--- config.mk ---
export PLATFORM = sky130hd
export DESIGN_NAME = midpoint_ellipse_boundary_points_top_flat
export DESIGN_NICKNAME = d
export VERILOG_FILES = /design/src/hdl/mel_pkg.sv /design/src/hdl/mel_chan_if.sv /design/src/hdl/mel_mul.sv /design/src/hdl/mel_dp.sv /design/src/hdl/mel_ctrl.sv /design/src/hdl/midpoint_ellipse_boundary_points_top.sv /design/src/flat_wrapper.sv
export SDC_FILE = /design/constraint.sdc
export NUM_CORES = 2
export LEC_CHECK = 0
export ABC_AREA = 1
export BUFFER_PORTS_ARGS = -buffer_cell sky130_fd_sc_hd__buf_2
export CAP_MARGIN = 10
export CORE_ASPECT_RATIO = 2
export CORE_MARGIN = 8
export CORE_UTILIZATION = 55
export DETAILED_ROUTE_END_ITERATION = 10
export PLACE_DENSITY_LB_ADDON = 0.2
export SETUP_SLACK_MARGIN = 0.02
export SYNTH_ARGS = -nofsm -noshare
export SYNTH_HDL_FRONTEND = slang
export SYNTH_SLANG_ARGS = --single-unit
export TNS_END_PERCENT = 30
--- constraint.sdc ---
create_clock -name i_clk -period 18.27 [get_ports i_clk]
set_input_delay 0.9135 -clock i_clk [delete_from_list [all_inputs] [get_ports i_clk]]
set_output_delay 0.9135 -clock i_clk [all_outputs]
set_load 0.01 [all_outputs]
--- src/hdl/mel_pkg.sv ---
`timescale 1ns / 1ps
package mel_pkg;

    localparam int MUL_W = 28;
    localparam int PRD_W = 2 * MUL_W;
    localparam int PX_W  = 18;

    localparam logic       OP_START = 1'b0;
    localparam logic       OP_STEP  = 1'b1;

    localparam logic       REG_GRID_W = 1'b0;
    localparam logic       REG_GRID_H = 1'b1;

    localparam logic [2:0] SEL_AA  = 3'd0;
    localparam logic [2:0] SEL_BB  = 3'd1;
    localparam logic [2:0] SEL_AB  = 3'd2;
    localparam logic [2:0] SEL_XX  = 3'd3;
    localparam logic [2:0] SEL_BX  = 3'd4;
    localparam logic [2:0] SEL_YY  = 3'd5;
    localparam logic [2:0] SEL_AY  = 3'd6;
    localparam logic [2:0] SEL_AB2 = 3'd7;

    typedef struct packed {
        logic       mul_start;
        logic [2:0] sel;
        logic       load_start;
        logic       init;
        logic       trans;
        logic       load_pts;
        logic       load_mark;
        logic       emit;
        logic       update;
    } t_cmd;

    typedef struct packed {
        logic mul_done;
        logic need_trans;
        logic running;
        logic out_free;
        logic emit_last;
    } t_sts;

endpackage

--- src/hdl/mel_chan_if.sv ---
`timescale 1ns / 1ps
interface mel_in_if;
    logic               valid;
    logic               ready;
    logic               operation;
    logic signed [13:0] center_x;
    logic signed [13:0] center_y;
    logic [11:0]        semi_axis_x;
    logic [11:0]        semi_axis_y;

    modport source (output valid, operation, center_x, center_y, semi_axis_x, semi_axis_y,
                    input ready);
    modport sink (input valid, operation, center_x, center_y, semi_axis_x, semi_axis_y,
                  output ready);
endinterface

interface mel_out_if;
    logic        valid;
    logic        ready;
    logic [11:0] point_x;
    logic [11:0] point_y;
    logic        point_valid;
    logic        last_of_run;
    logic        finished;

    modport source (output valid, point_x, point_y, point_valid, last_of_run, finished,
                    input ready);
    modport sink (input valid, point_x, point_y, point_valid, last_of_run, finished,
                  output ready);
endinterface

--- src/hdl/mel_mul.sv ---
`timescale 1ns / 1ps
module mel_mul
    import mel_pkg::*;
(
    input  logic             i_clk,
    input  logic             i_rst_n,
    input  logic             i_start,
    input  logic [MUL_W-1:0] i_a,
    input  logic [MUL_W-1:0] i_b,
    output logic             o_done,
    output logic [PRD_W-1:0] o_prod
);

    localparam int CNT_W = $clog2(MUL_W);

    logic             r_busy;
    logic             r_done;
    logic [CNT_W-1:0] r_cnt;
    logic [PRD_W-1:0] r_mc;
    logic [MUL_W-1:0] r_mp;
    logic [PRD_W-1:0] r_acc;

    always_ff @(posedge i_clk) begin
        if (!i_rst_n) begin
            r_busy <= 1'b0;
            r_done <= 1'b0;
            r_cnt  <= '0;
        end else begin
            r_done <= 1'b0;
            if (i_start) begin
                r_busy <= 1'b1;
                r_cnt  <= '0;
            end else if (r_busy) begin
                r_cnt <= r_cnt + 1'b1;
                if (r_cnt == CNT_W'(MUL_W - 1)) begin
                    r_busy <= 1'b0;
                    r_done <= 1'b1;
                end
            end
        end
    end

    always_ff @(posedge i_clk) begin
        if (i_start) begin
            r_acc <= '0;
            r_mc  <= PRD_W'(i_a);
            r_mp  <= i_b;
        end else if (r_busy) begin
            if (r_mp[0]) begin
                r_acc <= r_acc + r_mc;
            end
            r_mc <= r_mc << 1;
            r_mp <= r_mp >> 1;
        end
    end

    assign o_done = r_done;
    assign o_prod = r_acc;

endmodule

--- src/hdl/mel_dp.sv ---
`timescale 1ns / 1ps
module mel_dp
    import mel_pkg::*;
#(
    parameter int MAX_GRID = 4096
) (
    input  logic               i_clk,
    input  logic               i_rst_n,
    input  t_cmd               i_cmd,
    output t_sts               o_sts,
    input  logic               i_cfg_we,
    input  logic               i_cfg_idx,
    input  logic [12:0]        i_cfg_data,
    input  logic signed [13:0] i_center_x,
    input  logic signed [13:0] i_center_y,
    input  logic [11:0]        i_semi_axis_x,
    input  logic [11:0]        i_semi_axis_y,
    input  logic               i_out_ready,
    output logic               o_out_valid,
    output logic [11:0]        o_point_x,
    output logic [11:0]        o_point_y,
    output logic               o_point_valid,
    output logic               o_last_of_run,
    output logic               o_finished
);

    logic [12:0]        r_grid_w, r_grid_h;
    logic signed [13:0] r_cx, r_cy;
    logic [11:0]        r_a, r_b;
    logic signed [14:0] r_cur_x, r_cur_y, r_prev_x, r_prev_y;
    logic signed [39:0] r_incx, r_incy;
    logic signed [63:0] r_dec;
    logic [23:0]        r_sq_a, r_sq_b;
    logic [PRD_W-1:0]   r_t1, r_t2, r_t3;
    logic               r_r2, r_running, r_fin;
    logic [7:0]         r_mask;
    logic               r_ov;
    logic [11:0]        r_px, r_py;
    logic               r_pv, r_last, r_ofin;

    logic [MUL_W-1:0]   mul_a, mul_b;
    logic               mul_done;
    logic [PRD_W-1:0]   mul_prod;
    logic signed [15:0] ys;
    logic [15:0]        ys_abs;
    logic signed [15:0] dx, dy;
    logic               diag;
    logic signed [PX_W-1:0] lim_w, lim_h;
    logic signed [PX_W-1:0] px [8];
    logic signed [PX_W-1:0] py [8];
    logic signed [14:0] bx, by;
    logic [7:0]         mask;
    logic [2:0]         pick;
    logic [7:0]         rest;
    logic signed [39:0] incx_n, incy_n;
    logic signed [63:0] dec_n;
    logic signed [14:0] cur_x_n, cur_y_n;

    mel_mul u_mul (
        .i_clk   (i_clk),
        .i_rst_n (i_rst_n),
        .i_start (i_cmd.mul_start),
        .i_a     (mul_a),
        .i_b     (mul_b),
        .o_done  (mul_done),
        .o_prod  (mul_prod)
    );

    assign ys     = 16'(r_cur_y) - 16'sd1;
    assign ys_abs = ys[15] ? 16'(-ys) : 16'(ys);

    always_comb begin
        case (i_cmd.sel)
            SEL_AA:  begin mul_a = MUL_W'(r_a);    mul_b = MUL_W'(r_a); end
            SEL_BB:  begin mul_a = MUL_W'(r_b);    mul_b = MUL_W'(r_b); end
            SEL_AB:  begin mul_a = MUL_W'(r_sq_a); mul_b = MUL_W'(r_b); end
            SEL_XX:  begin
                mul_a = MUL_W'({r_cur_x[13:0], 1'b1});
                mul_b = MUL_W'({r_cur_x[13:0], 1'b1});
            end
            SEL_BX:  begin mul_a = MUL_W'(r_sq_b); mul_b = r_t1[MUL_W-1:0]; end
            SEL_YY:  begin mul_a = MUL_W'(ys_abs); mul_b = MUL_W'(ys_abs); end
            SEL_AY:  begin mul_a = MUL_W'(r_sq_a); mul_b = r_t2[MUL_W-1:0]; end
            SEL_AB2: begin mul_a = MUL_W'(r_sq_a); mul_b = MUL_W'(r_sq_b); end
            default: begin mul_a = '0;             mul_b = '0; end
        endcase
    end

    assign dx   = 16'(r_cur_x) - 16'(r_prev_x);
    assign dy   = 16'(r_cur_y) - 16'(r_prev_y);
    assign diag = (dx == 16'sd1 || dx == -16'sd1) && (dy == 16'sd1 || dy == -16'sd1);

    always_comb begin
        if ({5'b0, r_grid_w} > PX_W'(MAX_GRID)) lim_w = PX_W'(MAX_GRID);
        else lim_w = {5'b0, r_grid_w};
        if ({5'b0, r_grid_h} > PX_W'(MAX_GRID)) lim_h = PX_W'(MAX_GRID);
        else lim_h = {5'b0, r_grid_h};
    end

    always_comb begin
        for (int k = 0; k < 8; k++) begin
            bx = (k < 4 || r_r2) ? r_cur_x : r_prev_x;
            by = (k < 4 || !r_r2) ? r_cur_y : r_prev_y;
            px[k] = ((k % 2) == 1) ? PX_W'(r_cx) - PX_W'(bx) : PX_W'(r_cx) + PX_W'(bx);
            py[k] = ((k / 2) % 2 == 1) ? PX_W'(r_cy) - PX_W'(by) : PX_W'(r_cy) + PX_W'(by);
            mask[k] = (k < 4 || diag) && px[k] >= 0 && px[k] < lim_w
                      && py[k] >= 0 && py[k] < lim_h;
        end
    end

    always_comb begin
        pick = 3'd0;
        for (int k = 7; k >= 0; k--) begin
            if (r_mask[k]) pick = 3'(k);
        end
    end

    assign rest = r_mask & (r_mask - 8'd1);

    always_comb begin
        cur_x_n = r_cur_x;
        cur_y_n = r_cur_y;
        incx_n  = r_incx;
        incy_n  = r_incy;
        dec_n   = r_dec;
        if (!r_r2) begin
            cur_x_n = r_cur_x + 15'sd1;
            incx_n  = r_incx + 40'($signed({1'b0, r_sq_b, 1'b0}));
            if (r_dec < 0) begin
                dec_n = r_dec + 64'(incx_n) + 64'($signed({1'b0, r_sq_b}));
            end else begin
                cur_y_n = r_cur_y - 15'sd1;
                incy_n  = r_incy - 40'($signed({1'b0, r_sq_a, 1'b0}));
                dec_n   = r_dec + 64'(incx_n) - 64'(incy_n) + 64'($signed({1'b0, r_sq_b}));
            end
        end else begin
            cur_y_n = r_cur_y - 15'sd1;
            incy_n  = r_incy - 40'($signed({1'b0, r_sq_a, 1'b0}));
            if (r_dec > 0) begin
                dec_n = r_dec + 64'($signed({1'b0, r_sq_a})) - 64'(incy_n);
            end else begin
                cur_x_n = r_cur_x + 15'sd1;
                incx_n  = r_incx + 40'($signed({1'b0, r_sq_b, 1'b0}));
                dec_n   = r_dec + 64'(incx_n) - 64'(incy_n) + 64'($signed({1'b0, r_sq_a}));
            end
        end
    end

    always_ff @(posedge i_clk) begin
        if (!i_rst_n) begin
            r_grid_w  <= 13'd256;
            r_grid_h  <= 13'd256;
            r_cx      <= '0;
            r_cy      <= '0;
            r_cur_x   <= '0;
            r_cur_y   <= '0;
            r_prev_x  <= '0;
            r_prev_y  <= '0;
            r_incx    <= '0;
            r_incy    <= '0;
            r_dec     <= '0;
            r_sq_a    <= '0;
            r_sq_b    <= '0;
            r_r2      <= 1'b0;
            r_running <= 1'b0;
            r_fin     <= 1'b0;
            r_mask    <= '0;
            r_ov      <= 1'b0;
        end else begin
            if (i_cfg_we) begin
                if (i_cfg_idx == REG_GRID_W) r_grid_w <= i_cfg_data;
                else r_grid_h <= i_cfg_data;
            end
            if (i_cmd.load_start) begin
                r_cx      <= i_center_x;
                r_cy      <= i_center_y;
                r_cur_x   <= '0;
                r_cur_y   <= 15'(i_semi_axis_y);
                r_prev_x  <= '0;
                r_prev_y  <= 15'(i_semi_axis_y);
                r_incx    <= '0;
                r_r2      <= 1'b0;
                r_running <= 1'b1;
            end
            if (mul_done) begin
                case (i_cmd.sel)
                    SEL_AA:  r_sq_a <= mul_prod[23:0];
                    SEL_BB:  r_sq_b <= mul_prod[23:0];
                    default: ;
                endcase
            end
            if (i_cmd.init) begin
                r_incy <= 40'({r_t1, 1'b0});
                r_dec  <= $signed(64'(r_sq_b)) - $signed(64'(r_t1))
                          + $signed(64'(r_sq_a >> 2));
            end
            if (i_cmd.trans) begin
                r_dec <= $signed(64'(r_t1 >> 2)) + $signed(64'(r_t2)) - $signed(64'(r_t3));
                r_r2  <= 1'b1;
            end
            if (i_cmd.load_pts) begin
                r_mask <= mask;
                r_fin  <= r_r2 && (r_cur_y < 15'sd1);
            end
            if (i_cmd.load_mark) begin
                r_mask <= '0;
                r_fin  <= 1'b1;
            end
            if (i_cmd.emit) begin
                r_mask <= rest;
            end
            if (i_cmd.update) begin
                r_prev_x  <= r_cur_x;
                r_prev_y  <= r_cur_y;
                r_cur_x   <= cur_x_n;
                r_cur_y   <= cur_y_n;
                r_incx    <= incx_n;
                r_incy    <= incy_n;
                r_dec     <= dec_n;
                r_running <= r_running && !r_fin;
            end
            if (i_cmd.emit) r_ov <= 1'b1;
            else if (i_out_ready) r_ov <= 1'b0;
        end
    end

    always_ff @(posedge i_clk) begin
        if (mul_done) begin
            case (i_cmd.sel)
                SEL_AB, SEL_XX, SEL_BX: r_t1 <= mul_prod;
                SEL_YY, SEL_AY:         r_t2 <= mul_prod;
                SEL_AB2:                r_t3 <= mul_prod;
                default: ;
            endcase
        end
        if (i_cmd.emit) begin
            r_pv   <= (r_mask != 8'd0);
            r_px   <= (r_mask != 8'd0) ? px[pick][11:0] : 12'd0;
            r_py   <= (r_mask != 8'd0) ? py[pick][11:0] : 12'd0;
            r_last <= (rest == 8'd0);
            r_ofin <= r_fin;
        end
    end

    always_ff @(posedge i_clk) begin
        if (i_cmd.load_start) begin
            r_a <= i_semi_axis_x;
            r_b <= i_semi_axis_y;
        end
    end

    assign o_sts.mul_done   = mul_done;
    assign o_sts.need_trans = !r_r2 && !(r_incx < r_incy);
    assign o_sts.running    = r_running;
    assign o_sts.out_free   = !r_ov || i_out_ready;
    assign o_sts.emit_last  = (rest == 8'd0);

    assign o_out_valid   = r_ov;
    assign o_point_x     = r_px;
    assign o_point_y     = r_py;
    assign o_point_valid = r_pv;
    assign o_last_of_run = r_last;
    assign o_finished    = r_ofin;

`ifndef ASSERT_OFF
    a_fin_stops: assert property (@(posedge i_clk) disable iff (!i_rst_n)
        i_cmd.update && r_fin |=> !r_running)
        else $error("running still set after final iteration");
    a_empty_marker: assert property (@(posedge i_clk) disable iff (!i_rst_n)
        i_cmd.emit && r_mask == 8'd0 |=> !o_point_valid && o_last_of_run)
        else $error("empty iteration did not give a closing marker");
    a_emit_free: assert property (@(posedge i_clk) disable iff (!i_rst_n)
        i_cmd.emit |-> !r_ov || i_out_ready)
        else $error("result overwritten before transfer");
`endif

endmodule

--- src/hdl/mel_ctrl.sv ---
`timescale 1ns / 1ps
module mel_ctrl
    import mel_pkg::*;
(
    input  logic i_clk,
    input  logic i_rst_n,
    input  logic i_in_valid,
    input  logic i_operation,
    output logic o_in_ready,
    input  t_sts i_sts,
    output t_cmd o_cmd
);

    localparam logic [3:0] S_IDLE  = 4'd0;
    localparam logic [3:0] S_MULGO = 4'd1;
    localparam logic [3:0] S_MULWT = 4'd2;
    localparam logic [3:0] S_INIT  = 4'd3;
    localparam logic [3:0] S_CHECK = 4'd4;
    localparam logic [3:0] S_TRANS = 4'd5;
    localparam logic [3:0] S_LOAD  = 4'd6;
    localparam logic [3:0] S_EMIT  = 4'd7;
    localparam logic [3:0] S_UPD   = 4'd8;

    logic [3:0] r_state, n_state;
    logic [2:0] r_sel, n_sel;
    logic       r_mark, n_mark;

    always_comb begin
        n_state    = r_state;
        n_sel      = r_sel;
        n_mark     = r_mark;
        o_cmd      = '0;
        o_cmd.sel  = r_sel;
        o_in_ready = 1'b0;
        case (r_state)
            S_IDLE: begin
                o_in_ready = 1'b1;
                if (i_in_valid) begin
                    if (i_operation == OP_START) begin
                        o_cmd.load_start = 1'b1;
                        n_sel   = SEL_AA;
                        n_state = S_MULGO;
                    end else if (i_sts.running) begin
                        n_state = S_CHECK;
                    end else begin
                        o_cmd.load_mark = 1'b1;
                        n_mark  = 1'b1;
                        n_state = S_EMIT;
                    end
                end
            end
            S_MULGO: begin
                o_cmd.mul_start = 1'b1;
                n_state = S_MULWT;
            end
            S_MULWT: begin
                if (i_sts.mul_done) begin
                    if (r_sel == SEL_AB) n_state = S_INIT;
                    else if (r_sel == SEL_AB2) n_state = S_TRANS;
                    else begin
                        n_sel   = r_sel + 3'd1;
                        n_state = S_MULGO;
                    end
                end
            end
            S_INIT: begin
                o_cmd.init = 1'b1;
                n_state = S_CHECK;
            end
            S_CHECK: begin
                if (i_sts.need_trans) begin
                    n_sel   = SEL_XX;
                    n_state = S_MULGO;
                end else begin
                    n_state = S_LOAD;
                end
            end
            S_TRANS: begin
                o_cmd.trans = 1'b1;
                n_state = S_LOAD;
            end
            S_LOAD: begin
                o_cmd.load_pts = 1'b1;
                n_mark  = 1'b0;
                n_state = S_EMIT;
            end
            S_EMIT: begin
                if (i_sts.out_free) begin
                    o_cmd.emit = 1'b1;
                    if (i_sts.emit_last) n_state = r_mark ? S_IDLE : S_UPD;
                end
            end
            S_UPD: begin
                o_cmd.update = 1'b1;
                n_state = S_IDLE;
            end
            default: n_state = S_IDLE;
        endcase
    end

    always_ff @(posedge i_clk) begin
        if (!i_rst_n) begin
            r_state <= S_IDLE;
            r_sel   <= SEL_AA;
            r_mark  <= 1'b0;
        end else begin
            r_state <= n_state;
            r_sel   <= n_sel;
            r_mark  <= n_mark;
        end
    end

`ifndef ASSERT_OFF
    a_done_in_wait: assert property (@(posedge i_clk) disable iff (!i_rst_n)
        i_sts.mul_done |-> r_state == S_MULWT)
        else $error("multiplier finished outside wait state");
    a_upd_once: assert property (@(posedge i_clk) disable iff (!i_rst_n)
        r_state == S_UPD |=> r_state == S_IDLE)
        else $error("update not followed by idle");
    a_mark_skip: assert property (@(posedge i_clk) disable iff (!i_rst_n)
        r_state == S_EMIT && r_mark |=> r_state != S_UPD)
        else $error("idle marker changed iteration state");
`endif

endmodule

--- src/hdl/midpoint_ellipse_boundary_points_top.sv ---
`timescale 1ns / 1ps
// Sequence: a step item goes through check, point load, one emit per result and an update.
// A start item adds 3 serial multiplies and a setup step ahead of that sequence.
// Entering region 2 adds 5 serial multiplies and a transition step, once per ellipse.
// Throughput: one item at a time; up to 8 results, one per cycle while the output is ready.
// Reset: synchronous active-low; grid registers go to 256, block idle, nothing running.
module midpoint_ellipse_boundary_points_top
    import mel_pkg::*;
#(
    parameter int MAX_GRID = 4096
) (
    input  logic        i_clk,
    input  logic        i_rst_n,
    mel_in_if.sink      i_in,
    mel_out_if.source   o_out,
    input  logic        i_cfg_we,
    input  logic        i_cfg_idx,
    input  logic [12:0] i_cfg_data
);

    t_cmd cmd;
    t_sts sts;

    mel_ctrl u_ctrl (
        .i_clk       (i_clk),
        .i_rst_n     (i_rst_n),
        .i_in_valid  (i_in.valid),
        .i_operation (i_in.operation),
        .o_in_ready  (i_in.ready),
        .i_sts       (sts),
        .o_cmd       (cmd)
    );

    mel_dp #(.MAX_GRID(MAX_GRID)) u_dp (
        .i_clk         (i_clk),
        .i_rst_n       (i_rst_n),
        .i_cmd         (cmd),
        .o_sts         (sts),
        .i_cfg_we      (i_cfg_we),
        .i_cfg_idx     (i_cfg_idx),
        .i_cfg_data    (i_cfg_data),
        .i_center_x    (i_in.center_x),
        .i_center_y    (i_in.center_y),
        .i_semi_axis_x (i_in.semi_axis_x),
        .i_semi_axis_y (i_in.semi_axis_y),
        .i_out_ready   (o_out.ready),
        .o_out_valid   (o_out.valid),
        .o_point_x     (o_out.point_x),
        .o_point_y     (o_out.point_y),
        .o_point_valid (o_out.point_valid),
        .o_last_of_run (o_out.last_of_run),
        .o_finished    (o_out.finished)
    );

endmodule
--- src/flat_wrapper.sv ---
// flat-port wrapper written by rule: the top's interface ports become plain ports
module midpoint_ellipse_boundary_points_top_flat import mel_pkg::*;
#(
    parameter int MAX_GRID = 4096
)
  (i_clk, i_rst_n, i_cfg_we, i_cfg_idx, i_cfg_data, i_in_valid, i_in_operation, i_in_center_x, i_in_center_y, i_in_semi_axis_x, i_in_semi_axis_y, i_in_ready, o_out_valid, o_out_point_x, o_out_point_y, o_out_point_valid, o_out_last_of_run, o_out_finished, o_out_ready);
  mel_in_if i_in_i ();
  mel_out_if o_out_i ();
  input  logic i_clk;
  input  logic i_rst_n;
  input  logic i_cfg_we;
  input  logic i_cfg_idx;
  input  logic [12:0] i_cfg_data;
  input wire logic [$bits(i_in_i.valid)-1:0] i_in_valid;
  input wire logic [$bits(i_in_i.operation)-1:0] i_in_operation;
  input wire logic [$bits(i_in_i.center_x)-1:0] i_in_center_x;
  input wire logic [$bits(i_in_i.center_y)-1:0] i_in_center_y;
  input wire logic [$bits(i_in_i.semi_axis_x)-1:0] i_in_semi_axis_x;
  input wire logic [$bits(i_in_i.semi_axis_y)-1:0] i_in_semi_axis_y;
  output wire logic [$bits(i_in_i.ready)-1:0] i_in_ready;
  output wire logic [$bits(o_out_i.valid)-1:0] o_out_valid;
  output wire logic [$bits(o_out_i.point_x)-1:0] o_out_point_x;
  output wire logic [$bits(o_out_i.point_y)-1:0] o_out_point_y;
  output wire logic [$bits(o_out_i.point_valid)-1:0] o_out_point_valid;
  output wire logic [$bits(o_out_i.last_of_run)-1:0] o_out_last_of_run;
  output wire logic [$bits(o_out_i.finished)-1:0] o_out_finished;
  input wire logic [$bits(o_out_i.ready)-1:0] o_out_ready;
  assign i_in_i.valid = i_in_valid;
  assign i_in_i.operation = i_in_operation;
  assign i_in_i.center_x = i_in_center_x;
  assign i_in_i.center_y = i_in_center_y;
  assign i_in_i.semi_axis_x = i_in_semi_axis_x;
  assign i_in_i.semi_axis_y = i_in_semi_axis_y;
  assign i_in_ready = i_in_i.ready;
  assign o_out_valid = o_out_i.valid;
  assign o_out_point_x = o_out_i.point_x;
  assign o_out_point_y = o_out_i.point_y;
  assign o_out_point_valid = o_out_i.point_valid;
  assign o_out_last_of_run = o_out_i.last_of_run;
  assign o_out_finished = o_out_i.finished;
  assign o_out_i.ready = o_out_ready;
  midpoint_ellipse_boundary_points_top #(.MAX_GRID(MAX_GRID)) u_core (.i_clk(i_clk), .i_rst_n(i_rst_n), .i_in(i_in_i), .o_out(o_out_i), .i_cfg_we(i_cfg_we), .i_cfg_idx(i_cfg_idx), .i_cfg_data(i_cfg_data));
endmodule
==> results of run 1 <==
## routing by layer
| layer | GRT overflow | GRT usage [%] |
|---|---|---|
| met5 | 5 | 12.1 |
| met4 | 292 | 74.5 |
| met3 | 65 | 42.0 |
| met2 | 639 | 90.4 |
| met1 | 53 | 61.2 |
## Yosys cell counts, drive strengths merged, types with 21 or more instances
cell type	number	area, sq um
o22ai	28	181
o21bai	60	454
nand2	3264	12600
nor4	73	469
a21boi	28	210
nor2	1366	5690
o21a	57	428
nor3	153	900
a211oi	36	270
xor2	306	2690
buf	41	201
nand3	713	3720
edfxtp	275	8260
o21ai	908	4570
dfxtp	415	8310
a21o	47	353
a21oi	1161	5860
clkbuf	227	852
o211ai	91	683
a31oi	106	663
fa	97	1940
ha	791	9900
or2	39	244
and2	26	164
nand3b	22	169
o2111ai	22	193
xnor2	80	701
a221oi	21	184
nand4	142	901
inv	2078	7800
## stage by stage
| stage | setup slack (ps) | hold WS, ps | cell area [sq um] | std cells | util (%) |
|---|---|---|---|---|---|
| after CTS | 7440 | 395 | 85400 | 14720 | 58.7 |
| after floorplan | 11830 | 400 | 80500 | 12787 | - |
| after global placement | 7300 | 412 | 83000 | 14597 | 57.1 |
| after detailed placement | 7490 | 437 | 83000 | 14597 | 57.1 |
## cells by family after synthesis
kind of cell    synth area share [%]
xor+xnor                        4.21
other cells                  0.00933
compound gates                  18.3
buf+inv                         11.1
simple gates                    31.1
flops                           20.6
fa+ha+maj                       14.7
==> summary.txt, run 1 <==
CTS
  – Maximum clock path buffer count: 3
  – Clk root buf: clkbuf_16
  – CTS Buf Count: 68
  – # clock sinks: 690
  – Post_cts resized: 0
  – Cts hold-fix bufs: 0
  – H-tree depth: 3
  – Post-CTS Setup Bufs: 0

Floorplan
  – Initial core utilization: 55.3%
  – Die Span Y: 557 um
  – Die width: 286 um
  – Rows: 198
  – I/O pin total: 101

Run status
  – Run Error: [ERROR GRT-0116] Global routing finished with congestion. Check the congestion regions in the DRC Viewer.
  – Status: aborted with a tool error
  – Stop stage: 5_1_grt

GRT
  – Largest net degree at the start of global routing: 87
  – GRT Overall Usage: 65.8%
  – First-pass GRT wire length: between 700,000 and 800,000 um
  – Vias in the first global route: 105,570
  – Aggregate global routing overflow: 1,054

Yosys
  – Post-synthesis sequential area ratio: between 20% and 30%
  – Mean Syn Cell Area: 6.29 sq um
  – Ys flop type: dfxtp_1
  – Yosys cell types: 77
  – Ys async rst share: 0%
  – Number of synthesized flops with an enable pin: 275
  – Cell count after synthesis: approximately 13,000
  – Flops & latches, synth: 690
  – Synth Cell Area: 80,500 sq um
  – Yosys warning count: 0

Placement
  – Hpwl dp: 357,000 um
  – Port bufs: 100
  – Routability cong.: 1.26
==> run 2, diff against run 1 <==
--- a/config.mk
+++ b/config.mk
@@ -8,12 +8,10 @@
 export ABC_AREA = 1
 export BUFFER_PORTS_ARGS = -buffer_cell sky130_fd_sc_hd__buf_2
 export CAP_MARGIN = 10
-export CORE_ASPECT_RATIO = 2
 export CORE_MARGIN = 8
-export CORE_UTILIZATION = 55
+export CORE_UTILIZATION = 40
 export DETAILED_ROUTE_END_ITERATION = 10
-export PLACE_DENSITY_LB_ADDON = 0.2
-export SETUP_SLACK_MARGIN = 0.02
+export PLACE_DENSITY_LB_ADDON = 0.15
 export SYNTH_ARGS = -nofsm -noshare
 export SYNTH_HDL_FRONTEND = slang
 export SYNTH_SLANG_ARGS = --single-unit
==> run 2 against run 1 <==
- the flow now finishes without violations
- synthesized cell count stayed put
- area after synthesis stayed put
==> summary.txt, run 2 <==
Setup path
  – Crit path from: u_core.u_dp.r_sq_b[1]$_SDFFE_PN0P_
  – FF-to-FF Start: u_core.u_dp.r_sq_b[1]$_SDFFE_PN0P_
  – CP dominant cell by count: nand2_1
  – Crit-path slowest cell: dfxtp_1
  – Critical Path Source Type: flop
  – Crit-path max FO: 9
  – Worst Path Required: 18,820 ps
  – Critical path class: flop to flop
  – CP delay by family, top: simple AND/OR/NAND/NOR gates
  – Worst Path Buf+Inv: 5
  – Worst setup EP type: flop
  – Data arrival, critical path: 11,290 ps
  – Slowest Stage Delay on Critical Path: ~730 ps

Hold path
  – Hold Path Class: primary input to flop
  – Hold_sp: i_in_semi_axis_x[8]

Timing
  – Post-Route Skew: 91.3 ps
  – Worst-margin pin slew: 1420 ps
  – Final TNS setup: 0 ps
  – Final Hold Viols: 0
  – F_max: 93.1 MHz
  – Final setup vio count: 0
  – Period utilisation layout: 58.8%
  – Min Tclk post-route: between 10,000 and 15,000 ps
  – Pins Over Slew Limit: 0
  – RSZ-0062 raised after global routing: no
  – Slew HR: 4.99%

Final layout
  – Layout cell share with drive strength beyond 1: 6.64%
  – Max reg flops: 64
  – Most frequent cells in the layout: nand2_1 (3,119), inv_1 (1,977), nor2_1 (1,216)
  – Area delta synth->final: 8.12%
  – Most common cell after layout, fill and taps aside: nand2_1
  – Biggest register: u_core.u_dp.r_dec
  – Layout net count: 13,754

Route
  – DR vias: 88,542
  – Routed vias/inst: 5.70
  – Drt first pass iters: 6
  – DR iter-0 viols: 10,423
  – Per-cell routed wire length: 25.5 um
  – DRT antenna net count: 0
  – DRT Wirelength: 397,000 um
  – Number of remaining DRC errors: 0

CTS
  – Clk root buf: clkbuf_16
  – Clock transition at path regs: ~60 ps
  – CTS Buf Count: 88 (+29%)
  – CTS tree: yes
  – Maximum clock path buffer count: 3 (unchanged)
  – # clock sinks: 690 (unchanged)
  – Worst skew pair latency: slightly below 800 ps
  – H-tree depth: 3 (unchanged)
  – Post-CTS Setup Bufs: 0 (unchanged)
  – Post_cts resized: 0 (unchanged)
  – Cts hold-fix bufs: 0 (unchanged)

Yosys
  – Synth top area share: 14.6% (unchanged)
  – Yosys warning count: 0 (unchanged)
  – Top cells by area, synth: nand2_1 (15%), ha_1 (12%), dfxtp_1 (10%)
  – Number of synthesized flops with an enable pin: 275 (unchanged)
  – Ys flop type: dfxtp_1
  – Post-synthesis sequential area ratio: 20.6% (unchanged)
  – Commonest cells post-synth: nand2_1 (3,121), inv_1 (1,986), nor2_1 (1,221)
  – Mean Syn Cell Area: 6.29 sq um (unchanged)
  – Largest area contributor in the netlist: nand2_1
  – Flops & latches, synth: 690 (unchanged)
  – Ys async rst share: 0% (unchanged)
  – Synth Cell Area: 80,500 sq um (unchanged)
  – Yosys cell types: 77 (unchanged)
  – Cell count after synthesis: 12,786 (unchanged)
  – Top-count cell post-synth: nand2_1

Floorplan
  – Die Span Y: 464 um (-17%)
  – I/O pin total: 101 (unchanged)
  – Die ar.: 216,000 sq um
  – Core Footprint: 200,000 sq um
  – Rows: 164 (-17%)
  – Initial core utilization: 40.3% (-15 points)
  – Die width: 464 um (+62%)

Run
  – Max-cap violations: 0

GRT
  – GRT Overall Usage: between 30% and 40%
  – Initial antenna violation count: 12
  – Aggregate global routing overflow: 0
  – Vias in the first global route: 84,251
  – First-pass GRT wire length: 568,000 um
  – Largest net degree at the start of global routing: 124

Run status
  – Status: completed

Placement
  – Hpwl dp: 335,000 um (-6.1%)
  – Port bufs: 100 (unchanged)
  – Routability cong.: 1.05 (-17%)
## run 2: cell counts after synthesis
Identical to the previous run, type by type.
## run 2: final cells by class
type                    count  area (sq um)
well taps                2656          3320
clock inverters            49           616
fillers                 21549        113000
multi-input cells        9732         55000
flip-flops and latches    690         16600
repair buffers            185          1160
inverters                2097          7880
clock buffers             114          2390
diodes                      3          7.51
## run 2: cell families after synthesis
kind of cell	synth area share (%)
other	0.00933
buffers and inverters	11.1
and+or+nand+nor	31.1
adders and majority gates	14.7
DFF	20.6
AOI/OAI and AO/OA	18.3
xor gates and xnor gates	4.21
## run 2: final timing paths
| kind | endpoint | slack, ps | depth (start not counted) |
|---|---|---|---|
| setup / recovery | u_core.u_dp.r_dec[28]$_SDFFE_PN0P_ | 7530 | 44 |
| hold / removal | u_core.u_dp.r_a[8]$_DFFE_PP_ | 310 | 1 |
| setup reg to reg | u_core.u_dp.r_dec[28]$_SDFFE_PN0P_ | 7530 | 44 |
| hold reg to reg | u_core.u_ctrl.r_state[3]$_SDFFE_PN0P_ | 440 | 1 |
## run 2: metal layers
metal	track usage [%]	routed length, um
met1	48.0	172000
met2	54.7	170000
met3	6.28	35800
met4	14.1	18800
met5	0	37
## run 2: metrics by stage
stage          hold slack, ps  util [%]  area (sq um)  setup WS, ps  cells
6_report                  313      43.5         87000          7530  15526
5_1_grt                   293      43.5         87000          6950  15523
4_1_cts                   267      43.5         87000          7750  15522
3_5_place_dp              419      42.0         84000          7890  15359
3_3_place_gp              431      42.0         84000          7830  15359
2_1_floorplan             400         -         80500         11830  12787
Power of run 2 is not shown: default switching activity piles up to over one toggle a cycle in this logic, so the estimate is an artifact.
